<file path="src/rtl/bcm_ram.sv">
// Generic simple dual-port RAM with registered, enabled read.
// No dependencies.
`default_nettype none

module bcm_ram #(
  parameter int WIDTH = 8,
  parameter int DEPTH = 64
) (
  input  wire logic                     clk,
  input  wire logic                     we,
  input  wire logic [$clog2(DEPTH)-1:0] waddr,
  input  wire logic [WIDTH-1:0]         wdata,
  input  wire logic                     re,
  input  wire logic [$clog2(DEPTH)-1:0] raddr,
  output logic      [WIDTH-1:0]         rdata
);

  logic [WIDTH-1:0] mem [DEPTH];

  always_ff @(posedge clk) begin
    if (we) begin
      mem[waddr] <= wdata;
    end
    if (re) begin
      rdata <= mem[raddr];
    end
  end

endmodule

`default_nettype wire

</file>
<file path="config.mk">
export PLATFORM = sky130hd
export DESIGN_NAME = bcm_ram
export DESIGN_NICKNAME = d
export VERILOG_FILES = /design/src/rtl/bcm_ram.sv
export SDC_FILE = /design/constraint.sdc
export NUM_CORES = 1
export LEC_CHECK = 0
export BUFFER_PORTS_ARGS = -buffer_cell sky130_fd_sc_hd__buf_2
export CORE_MARGIN = 8
export CORE_UTILIZATION = 30
export DETAILED_ROUTE_END_ITERATION = 8
export PLACE_DENSITY = 0.56
export SYNTH_ARGS = -nofsm -noshare
export SYNTH_HDL_FRONTEND = slang
export SYNTH_SLANG_ARGS = --single-unit
</file>
<file path="constraint.sdc">
create_clock -name clk -period 2.9 [get_ports clk]
set_clock_uncertainty 0.05 [all_clocks]
set_input_delay 0.29 -clock clk [delete_from_list [all_inputs] [get_ports clk]]
set_output_delay 0.29 -clock clk [all_outputs]
set_load 0.02 [all_outputs]
</file>
---- Yosys cells after proc, flatten, opt, wreduce, memory -nomap -nowiden ----
Memories as Yosys holds them, arrays and structs flattened. A register that Yosys moved wholly into a read port is not among the register bits.
Index checks and enable logic that the tools add are counted.
word-level totals
  input port bits ......................... 23
  register bits ........................... 0
  memory bits (writable) .................. 512
  bits in read-only memories .............. 0
  memories kept ........................... 1
  latch bits .............................. 0
operators by class
  equality and inequality tests ........... 0
  $add $sub $neg .......................... 0
  mux-type cells .......................... 2
  order comparisons ....................... 0
  bitwise logic cells ..................... 0
  $mul .................................... 0
  reductions and logical operators ........ 0
  divide/modulo/power cells ............... 0
  shift-type cells ........................ 0
memory list
  name  depth  bits a word  rd ports  clocked after Yosys merged registers in  write ports  RTL line  RTL
  mem   64     8            1         1                                        1            18        logic [WIDTH-1:0] mem [DEPTH];
operator list
  cell    number
  $mux 1  2

---- Longest topological paths before layout ----
  word-level depth ........................ 2
  depth in mapped cells ................... 9
  gate-level depth less buffers ........... 5

---- Least setup slack after synthesis ----
No wires, ideal clock.
  path kind ............................... input to register
  start point ............................. in raddr[1]
  end point ............................... reg rdata[3], read port of mem, data pin
  arrival time ............................ 1.830 ns
  slack ................................... 0.754 ns
  stages on the path ...................... 7
  data required time ...................... 2.584 ns
  cells stage by stage .................... buf_4 -> buf_2 -> buf_2 -> mux4_2 -> mux4_2 -> o21ai_1 -> o41ai_1
RTL lines
  item         RTL line  RTL
  from (decl)  14        input wire logic [$clog2(DEPTH)-1:0] raddr,
  to (decl)    15        output logic [WIDTH-1:0] rdata

==> reports/qor.csv <==
stage;metric;value;unit
place;placer congestion estimate;0.835;
timing;Final Max Slew Viols;0;
synth;Post-synth EDFFs;520;
layout;Final Util;35.5;%
layout;Fill cells;6250;
floorplan;die area;76100;um2
route;DRT iter0 DRCs;876;
floorplan;I/O Pins;31;
layout;FF/Latch Area;15600;um2
place;Post-DP HPWL;32200;um
route;DRC errors left;0;
worst_setup_path;Register-to-Register Path Depth;6;
worst_setup_path;arrival time at the worst endpoint;2570;ps
clock_network;postcts setup bufs;0;
timing;Setup Viol. Count Final;0;
clock_network;CTS max path bufs;3;
clock_network;cts repair resizes;0;
clock_network;clk root buf;clkbuf_16;
global_routing;first-pass GRT wire length;71900;um
layout;area grow syn2layout;17.5;%
layout;layout cell share with drive strength beyond 1;32.1;%
layout;post-layout net count;1115;
route;vias;10100;
floorplan;die height;276;um
global_routing;largest net degree at the start of global routing;65;
synth;Net Count, Synth;963;
route;Pre-antenna DRT Iters;7;
power_and_ir_drop;Pwr Total;15.5;mW
synth;Netlist Area Pre-Place;20200;um2
floorplan;Initial Utilization;30.2;%
min_path;Hold Path Origin;re;
worst_setup_path;R2R setup slack;610;ps
clock_network;Reg clk slew, reported paths;70;ps
worst_setup_path;Crit Path Category;register to register;
synth;Top FF cell, synth;edfxtp_1;
timing;Final Hold Vio Count;0;
clock_network;TritonCTS Sinks;520;
synth;yosys warns;0;
worst_setup_path;crit path from;mem[24][4];
route;ANT nets after route;0;
timing;setup TNS;0;ps
clock_network;hold buffers post-CTS;0;
clock_network;CTS tree;built;
clock_network;CTS H-tree depth;2;
timing;RSZ-0062 raised after global routing;false;
min_path;Hold Crit Depth;1;
worst_setup_path;critical path peak fanout;1;
worst_setup_path;Worst Path Required;3180;ps
route;Post-Route WL;48900;um
route;vias per cell;5.01;
route;drt wl/cell;24.4;um
clock_network;latest clock arrival within the worst-skew pair;590;ps
synth;ys async rst share;0;%
min_path;HP Class;primary input to register;
synth;Area contributors post-synth;edfxtp_1 77%, mux4_2 14%, nor2_1 1.5%;
timing;max_slew headroom;24.7;%
timing;Period minus WS final;2290;ps
floorplan;Placeable Area;67000;um2
global_routing;GR Overflow Total;0;
timing;worst slew pin tran;1130;ps
global_routing;vias in the first global route;10600;
worst_setup_path;Critical R2R Launch;mem[24][4];
synth;library cells used by synthesis;39;
power_and_ir_drop;peak supply drop;0.392;mV
place;I/O Buffers;30;
floorplan;die width;276;um
worst_setup_path;CP startpoint kind;register;
synth;largest area contributor in the netlist;edfxtp_1;
power_and_ir_drop;Leakage;7.52;nW
global_routing;initial antenna violation count;0;
status;status;finished clean;
synth;Synth Instances;940;
synth;post-synthesis sequential area ratio;77.1;%
min_path;Hold Crit Endpoint;rdata[4];
floorplan;Rows;95;
global_routing;Global Route Usage Sum;12.9;%
synth;syn_area_per_cell;21.5;um2
layout;Multi-input gate area;4320;um2
clock_network;total CTS buffers;50;
worst_setup_path;crit end category;register;
timing;fmax;437;MHz
timing;crit share post-route;78.9;%
synth;synthesized flop and latch total;520;
worst_setup_path;Reg-to-Reg End;rdata[4];
power_and_ir_drop;PwrDens;652;nW/um2
job;maxcap violations;0;
synth;Yosys top cell area share;77.1;%
layout by cell type, fill, tap and decap left out, drive strengths merged, types with 2 or more instances in the layout:
master,count
edfxtp,520
o2bb2ai,3
o32ai,2
clkinv,25
bufinv,4
o21a,2
a22oi,3
nand2b,7
clkinvlp,3
mux2,13
nand2,19
nor3,7
a211oi,4
nand3,13
clkbuf,60
a21oi,3
nand3b,3
mux4,126
a2111oi,2
buf,150
o22ai,8
o21ai,4
nor2b,14
nor4,2
o221a,2
a221oi,6
mux2i,23
nand4,2
o221ai,8
o41ai,2
o2111ai,3
nor2,83
Yosys cell counts (all sizes together) (4+ instances only):
cell type,n
nor2,83
clkbuf,17
mux2i,23
o221ai,8
o21ai,4
mux4,126
a211oi,4
buf,34
nand3,13
a221oi,6
nor2b,14
mux2,13
nor3,7
o22ai,8
nand2b,7
edfxtp,520
nand2,19
cells by family (layout without fill, tap and decap cells):
logic type / after synthesis / in the layout / synth area share (%)
buffers and inverters: 51 / 243 / 1.56
AOI/OAI and AO/OA: 54 / 54 / 2.06
DFF: 520 / 520 / 77.1
muxes: 162 / 162 / 15.9
and+or+nand+nor: 153 / 153 / 3.37
other: 0 / 1 / 0
layout make-up:
class | count | share of cell area, %
timing repair buffer | 151 | 5.03
antenna | 1 | 0.0105
clock inverter | 33 | 1.13
clock buffer | 59 | 5.49
sequential | 520 | 65.6
multi-input combinational | 369 | 18.1
tap | 873 | 4.59
worst max-delay path by stage:
| stage | end | slack (ps) |
|---|---|---|
| 2_1_floorplan | rdata[3] | 750 |
| 3_3_place_gp | rdata[7] | 190 |
| 5_1_grt | rdata[4] | 590 |
| 6_report | rdata[4] | 610 |
| 3_5_place_dp | rdata[6] | 250 |
| 4_1_cts | rdata[4] | 630 |
where the power goes:
| group | switching, mW | internal, mW |
|---|---|---|
| registers | 0.0231 | 8.33 |
| clock network | 2.76 | 3.57 |
| logic | 0.509 | 0.331 |
| total | 3.29 | 12.2 |
through the flow:
step | hold slack, ps | worst slack, ps | cells | area [um2]
after floorplan | 339 | 754 | 940 | 20200
after global routing | 27.8 | 587 | 2005 | 23800
after detailed placement | 642 | 247 | 1913 | 22200
after CTS | 10.8 | 626 | 2005 | 23800
final | 44.5 | 611 | 2006 | 23800
after global placement | 643 | 192 | 1913 | 22200
metal layers:
metal  up-vias  GRT usage [%]  routed length [um]
li1       4245              -                   -
met1      5377           17.4               21100
met2       357           20.9               23200
met3        81           2.62                3400
met4         0           3.88                1220
met5         -          0.591                   0
registers in the layout, summed over array words and instances, names as in the netlist:
name / flops
rdata: 8
mem: 512
worst max-delay path: stages (launching register included):
cell and delay [ps]:
edfxtp_1 380, mux4_2 450, mux2_2 280, o221a_2 280, nor3_1 300, buf_4 200, o32ai_1 80
(Power assumes the default switching activity.)
