## src/rtl/bcm_pkg.sv

```systemverilog
// Shared types and constants for the bankswitch cartridge mapper.
// No dependencies.
`default_nettype none

package bcm_pkg;

  localparam int IMG_DEPTH = 8192;
  localparam int IMG_AW    = 13;
  localparam int RAM_BYTES = 64;
  localparam int RAM_AW    = 6;
  localparam int SEG_AW    = 10;
  localparam int DATA_W    = 8;

  localparam logic       OP_BUS  = 1'b0;
  localparam logic       OP_LOAD = 1'b1;

  localparam logic [1:0]  SWITCH_DELAY = 2'd3;
  localparam logic [11:0] RAM_RD_END   = 12'h040;
  localparam logic [11:0] RAM_WR_END   = 12'h080;
  localparam logic [7:0]  HOT_LO       = 8'h30;
  localparam logic [7:0]  HOT_HI       = 8'h3F;

  localparam logic [2:0] LAYOUT_SEG [8][4] = '{
    '{3'd0, 3'd0, 3'd1, 3'd2},
    '{3'd0, 3'd1, 3'd3, 3'd2},
    '{3'd4, 3'd5, 3'd6, 3'd7},
    '{3'd7, 3'd4, 3'd3, 3'd2},
    '{3'd0, 3'd0, 3'd6, 3'd7},
    '{3'd0, 3'd1, 3'd7, 3'd6},
    '{3'd3, 3'd2, 3'd4, 3'd5},
    '{3'd6, 3'd0, 3'd5, 3'd1}
  };

  typedef struct packed {
    logic              img_we;
    logic              img_re;
    logic              ram_we;
    logic              ram_re;
    logic [IMG_AW-1:0] img_addr;
    logic [RAM_AW-1:0] ram_addr;
  } req_t;

endpackage

`default_nettype wire

```

## src/rtl/bcm_ctrl.sv

```systemverilog
// Layout switch state and address decode for one transaction.
// Depends on bcm_pkg.
`default_nettype none

module bcm_ctrl (
  input  wire logic                         clk,
  input  wire logic                         rst,
  input  wire logic                         accept,
  input  wire logic                         op,
  input  wire logic [bcm_pkg::IMG_AW-1:0]   address,
  output bcm_pkg::req_t                     req
);

  logic [2:0] active_layout, active_layout_next;
  logic       switch_armed, switch_armed_next;
  logic [2:0] armed_layout, armed_layout_next;
  logic [1:0] delay_count, delay_count_next;
  logic [2:0] layout_now;
  logic       armed_now;
  logic [1:0] delay_now;
  logic [11:0] off;
  logic        hotspot;

  assign off     = address[11:0];
  assign hotspot = !address[12] && (address[7:0] >= bcm_pkg::HOT_LO)
                   && (address[7:0] <= bcm_pkg::HOT_HI);

  always_comb begin
    layout_now = active_layout;
    armed_now  = switch_armed;
    delay_now  = delay_count;
    if (switch_armed) begin
      if (delay_count == 2'd0) begin
        layout_now = armed_layout;
        armed_now  = 1'b0;
      end else begin
        delay_now = delay_count - 2'd1;
      end
    end

    active_layout_next = active_layout;
    switch_armed_next  = switch_armed;
    armed_layout_next  = armed_layout;
    delay_count_next   = delay_count;
    if (accept && op == bcm_pkg::OP_BUS) begin
      active_layout_next = layout_now;
      switch_armed_next  = armed_now;
      delay_count_next   = delay_now;
      if (hotspot) begin
        switch_armed_next = 1'b1;
        armed_layout_next = address[2:0];
        delay_count_next  = bcm_pkg::SWITCH_DELAY;
      end
    end
  end

  always_comb begin
    req          = '0;
    req.ram_addr = off[bcm_pkg::RAM_AW-1:0];
    req.img_addr = {bcm_pkg::LAYOUT_SEG[layout_now][off[11:10]],
                    off[bcm_pkg::SEG_AW-1:0]};
    if (op == bcm_pkg::OP_LOAD) begin
      req.img_we   = 1'b1;
      req.img_addr = address;
    end else if (address[12]) begin
      if (off < bcm_pkg::RAM_RD_END) begin
        req.ram_re = 1'b1;
      end else if (off < bcm_pkg::RAM_WR_END) begin
        req.ram_we = 1'b1;
      end else begin
        req.img_re = 1'b1;
      end
    end
  end

  always_ff @(posedge clk) begin
    if (rst) begin
      active_layout <= 3'd0;
      switch_armed  <= 1'b0;
      armed_layout  <= 3'd0;
      delay_count   <= 2'd0;
    end else begin
      active_layout <= active_layout_next;
      switch_armed  <= switch_armed_next;
      armed_layout  <= armed_layout_next;
      delay_count   <= delay_count_next;
    end
  end

endmodule

`default_nettype wire

```

## config.mk

```make
export PLATFORM = sky130hd
export DESIGN_NAME = bcm_ctrl
export DESIGN_NICKNAME = d
export VERILOG_FILES = /design/src/rtl/bcm_pkg.sv /design/src/rtl/bcm_ctrl.sv
export SDC_FILE = /design/constraint.sdc
export NUM_CORES = 1
export LEC_CHECK = 0
export BUFFER_PORTS_ARGS = -buffer_cell sky130_fd_sc_hd__buf_2
export CAP_MARGIN = 20
export CORE_MARGIN = 4
export CORE_UTILIZATION = 32
export DETAILED_ROUTE_END_ITERATION = 16
export PLACE_DENSITY_LB_ADDON = 0.25
export SETUP_SLACK_MARGIN = 0.3
export SLEW_MARGIN = 20
export SYNTH_ARGS = -nofsm -noshare
export SYNTH_HDL_FRONTEND = slang
export SYNTH_SLANG_ARGS = --single-unit
```

## constraint.sdc

```tcl
create_clock -name clk -period 2.6 [get_ports clk]
set_input_delay 0.52 -clock clk [delete_from_list [all_inputs] [get_ports clk]]
set_output_delay 0.52 -clock clk [all_outputs]
set_load 0.005 [all_outputs]
```

[Word-level counts from Yosys, hierarchy flattened]
Memory sizes are Yosys's and may differ from the RTL's.
Index checks and enable logic that the tools add are counted.
Widths: inputs -> output; s select.
Storage, ports and cells
  register bits: 9
  bits in read-only memories: 96
  input port bits: 17
  output and inout port bits: 23
  word-level logic and storage cells: 45
  memories: 1
Memory list
  (name not given): depth 8, width 12, rd ports 1, clocked after memory_dff 0, write ports 0, line bcm_ctrl.sv:60  | req.img_addr = {bcm_pkg::LAYOUT_SEG[layout_now][off[11:10]],
Operators by class
  add/subtract/negate cells: 1
  order comparisons: 6
  equality and inequality tests: 1
  multiplexer cells: 21
  bitwise gates (word level): 3
  reduce and logical (&&, ||, !) cells: 8
Operators with widths (number)
  $mux 12: 2
  $mux 3: 6
  $mux 13: 1
  $lt 12x7->1 const B: 1
  $lt 12x8->1 const B: 1
  $ge 8x6->1 const B: 1
  $le 8x6->1 const B: 1
  $mux 2: 4
  $mux 1: 7
  $bmux 3 s2: 1
  $ge 4x4->1 const B: 1
  $not 3->4: 1
  $ge 3x3->1 const B: 1
  $logic_and 1x1->1: 3
  $not 2->3: 1
  $reduce_and 3->1: 1
  $logic_not 2->1: 1
  $ne 2x2->1 const B: 1
  $reduce_and 2->1: 1
  $reduce_bool 2->1: 1
  $sub 2x1->2 const B: 1
  $logic_not 1->1: 1
  $not 1->1: 1

[Longest topological paths before layout]
  depth after elaboration: 11
  mapped depth: 10
  depth with buffers taken out: 10

[Worst setup path before layout]
Ideal clock, no wire load.
  kind: reg-to-output
  from: reg delay_count[0]
  to: out req[18] in the netlist's numbering
  data arrival time: 2.258 ns
  required time: 2.080 ns
  path slack: -0.178 ns
  stages on the path, launching flop included: 10
  path buffers: 0
  cell sequence: dfxtp_1 > inv_1 > ha_1 > nand2_1 > mux2i_1 > inv_1 > ha_1 > nor2b_1 > mux4_2 > mux2_2
RTL lines
  from (decl): line bcm_ctrl.sv:17  | logic [1:0] delay_count, delay_count_next;
  from (signal assigned): line bcm_ctrl.sv:86  | delay_count <= delay_count_next;
  to (decl): line bcm_ctrl.sv:11  | output bcm_pkg::req_t req

==> results by group <==
Synth
  – Post-Syn Instances: 107
  – Seq cells post-synth: 9
  – Mean post-synth cell area: 8.34 µm²
  – Synth Net Count: 133
  – Yosys warning total: 0
  – Seq/Total Area, Yosys: 20.2%
  – Netlist Area Pre-Place: 892 µm²
  – Yosys cell types: 35

Timing
  – RSZ-0062 raised after global routing: yes
  – Worst setup margin: -0.267 ns
  – Worst slew margin: 64.8%
  – Crit share post-route: 110%
  – Final hold vios: 0
  – Final min period: 2.87 ns
  – Final setup fails: 3
  – Slew @ Worst Pin: 0.521 ns
  – Fmax: 349 MHz
  – Final Skew: 0.0101 ns
  – Final Slew Violations: 0

Finish
  – Nets@finish: 168
  – Multi-input logic area: 606 µm²
  – Share of cells above drive strength 1: 50.4%
  – Reg area: 183 µm²
  – Design Area, Final: 0.00118 mm²
  – Fin cells: 171
  – Layout Area Growth over Synthesis: 32.4%
  – Fillers: 265
  – Diodes inserted: 0

Route
  – Vias per inst: 4.94
  – Vias: 844
  – Initial DRC count: 31
  – Drt total wl: 2.12 mm
  – Drt first pass iters: 4
  – Routed Antenna Nets: 0
  – WL/cell: 12.4 µm
  – Drt drc: 0

Power and ir drop
  – Pwr Total: 348 µW
  – Peak VDD IR: 0.268 mV
  – Leak: 0.000567 µW
  – Pwr dens: 294 mW/mm²

Job
  – Max Cap Viol: 0

Clock tree
  – Root buf cell: clkbuf_4
  – CTS Buf Count: 3
  – Hold_buf cts: 0
  – CTS tree: built
  – H-Tree Depth: 1
  – Clock sinks: 9
  – Clock Path Buffers: 2
  – Reg clk slew, reported paths: 0.06 ns
  – Clock Latency Late Sink: 0.26 ns

Worst setup path
  – CP endpoint kind: primary output
  – R2R Path Start: delay_count[0]
  – Worst Path Max Fanout: 5
  – Critical Path Source Type: flip-flop
  – CP Class: reg -> out
  – Critical path required time: 2.08 ns
  – Crit path DAT: 2.35 ns
  – CP startpoint: delay_count[0]

Floorplan
  – # rows: 18
  – Die area: 0.00370 mm²
  – Horiz. Die Dim: 60.8 µm
  – Io pins: 40
  – Die Height: 60.8 µm
  – Effective utilization at floorplan: 34.7%
  – Core area: 0.00257 mm²

Outcome
  – Status: complete, but fails checks
  – Failing checks: negative setup slack

GRT
  – GRT overflow: 0
  – Largest net degree at the start of global routing: 15
  – Initial antenna violation count: 0
  – Global-route wire length before repair: 3.37 mm
  – Vias in the first global route: 772
  – All-Layer GR Usage: 12.0%

Place
  – GP Congestion: 0.782
  – DPL Wire Length: 1.68 mm
  – Post-detailed-placement cell area: 0.00107 mm²
  – Port Buf Inserts: 36
  – Dpl cells: 159

Worst hold path
  – Hold Crit Start: active_layout[2]
  – Hold Crit Class: reg -> reg
## cell usage after synthesis (all sizes together)
library cell	number	area, µm²
or2	1	6.26
a2111oi	1	8.76
o211ai	2	15.0
a21oi	5	25.0
ha	9	113
nor2b	2	12.5
a211o	1	8.76
and3	1	6.26
mux2	1	11.3
clkbuf	2	7.51
mux2i	6	60.1
or4	1	7.51
o21a	1	7.51
o21ai	4	20.0
nor3	4	20.0
nand2	6	22.5
a21boi	1	7.51
nor4bb	2	20.0
nand2b	1	6.26
dfxtp	9	180
nor2	8	30.0
nor4b	1	8.76
nor3b	3	22.5
o32a	1	10.0
and4b	2	20.0
inv	4	15.0
nand4	1	6.26
mux4	1	22.5
xnor2	1	8.76
or3	2	12.5
a211oi	2	15.0
buf	21	155
## worst paths after layout
| check | to | slack (ns) | depth (start not counted) |
|---|---|---|---|
| max | req[18] | -0.27 | 10 |
| min | active_layout[2] | 0.50 | 2 |
| max reg2reg | delay_count[1] | 1.08 | 6 |
| min reg2reg | active_layout[2] | 0.50 | 2 |
## state kept, by name, summed over array words and instances, names as in the netlist
signal         cells
active_layout      3
armed_layout       3
delay_count        2
switch_armed       1
## area by class of cell
class / instances / share of cell area, %
clock buffer: 4 / 2.22
inverter: 4 / 1.27
multi-input combinational: 71 / 51.3
sequential: 9 / 15.5
tap: 30 / 3.18
timing repair buffer: 53 / 26.6
## kinds of logic (layout without fill, tap and decap cells)
logic type	Yosys count	in the layout	synth area share [%]
AO/OA/AOI/OAI	18	18	13.2
XOR/XNOR	1	1	0.982
adder cells (fa/ha/maj)	9	9	12.6
buffers and inverters	27	61	19.9
flip-flops	9	9	20.2
multiplexers	8	8	10.5
AND/OR/NAND/NOR	35	35	22.6
## power by group
group / internal (µW) / switching [µW] / leakage (µW) / total (µW)
Clock: 59.0 / 47.2 / 0.0000150 / 106
Sequential: 140 / 2.23 / 0.0000739 / 143
Combinational: 53.4 / 45.5 / 0.000478 / 98.9
## repair_timing
item	4_1_cts	5_1_grt
setup endpoints to repair	3	4
buffers inserted	6	2
gates resized for setup	5	2
pin swaps	2	1
gates cloned	0	0
## per-layer routing
layer | wire, µm | share of wire [%] | global-route usage (%) | vias to the layer above
li1 | - | - | - | 428
met1 | 948 | 45 | 15.1 | 377
met2 | 960 | 45 | 20.6 | 37
met3 | 211 | 9.9 | 3.83 | 2
met4 | 2 | 0.094 | 1.24 | 0
met5 | 0 | 0 | 0 | -
## through the flow
stage          util (%)  worst slack (ns)  hold slack (ns)  setup TNS, ns
3_5_place_dp       41.7           -0.0580            0.492        -0.0580
6_report           46.0            -0.267            0.504         -0.585
5_1_grt            46.0            -0.356            0.528         -0.946
4_1_cts            45.2            -0.281            0.509         -0.665
2_1_floorplan         -            0.0873            0.453              0
3_3_place_gp       41.7           0.00740            0.467              0
## critical path: stages, from the launching register on
cell,delay (ns)
dfxtp_2,0.33
inv_2,0.05
ha_4,0.16
nand2_4,0.08
mux2i_4,0.24
inv_2,0.09
ha_4,0.16
nor2b_1,0.12
mux4_2,0.44
mux2_4,0.29
buf_6,0.12
## cells in the final DEF (no fill, tap or decap), types with 2 or more instances in the layout
master / netlist / layout
buf_2: 1 / 35
buf_4: 18 / 17
nor2_1: 8 / 8
ha_1: 9 / 7
dfxtp_1: 9 / 7
a21oi_1: 5 / 5
nand2_1: 6 / 5
inv_2: 0 / 4
o21ai_0: 4 / 4
mux2i_1: 6 / 4
nor3_1: 4 / 3
nor3b_1: 3 / 3
clkbuf_4: 0 / 3
mux2i_4: 0 / 2
and4b_1: 2 / 2
nor4bb_1: 2 / 2
or3_1: 2 / 2
o211ai_1: 2 / 2
nor2b_1: 2 / 2
a211oi_1: 2 / 2
ha_4: 0 / 2
dfxtp_2: 0 / 2
(Power assumes the default switching activity.)
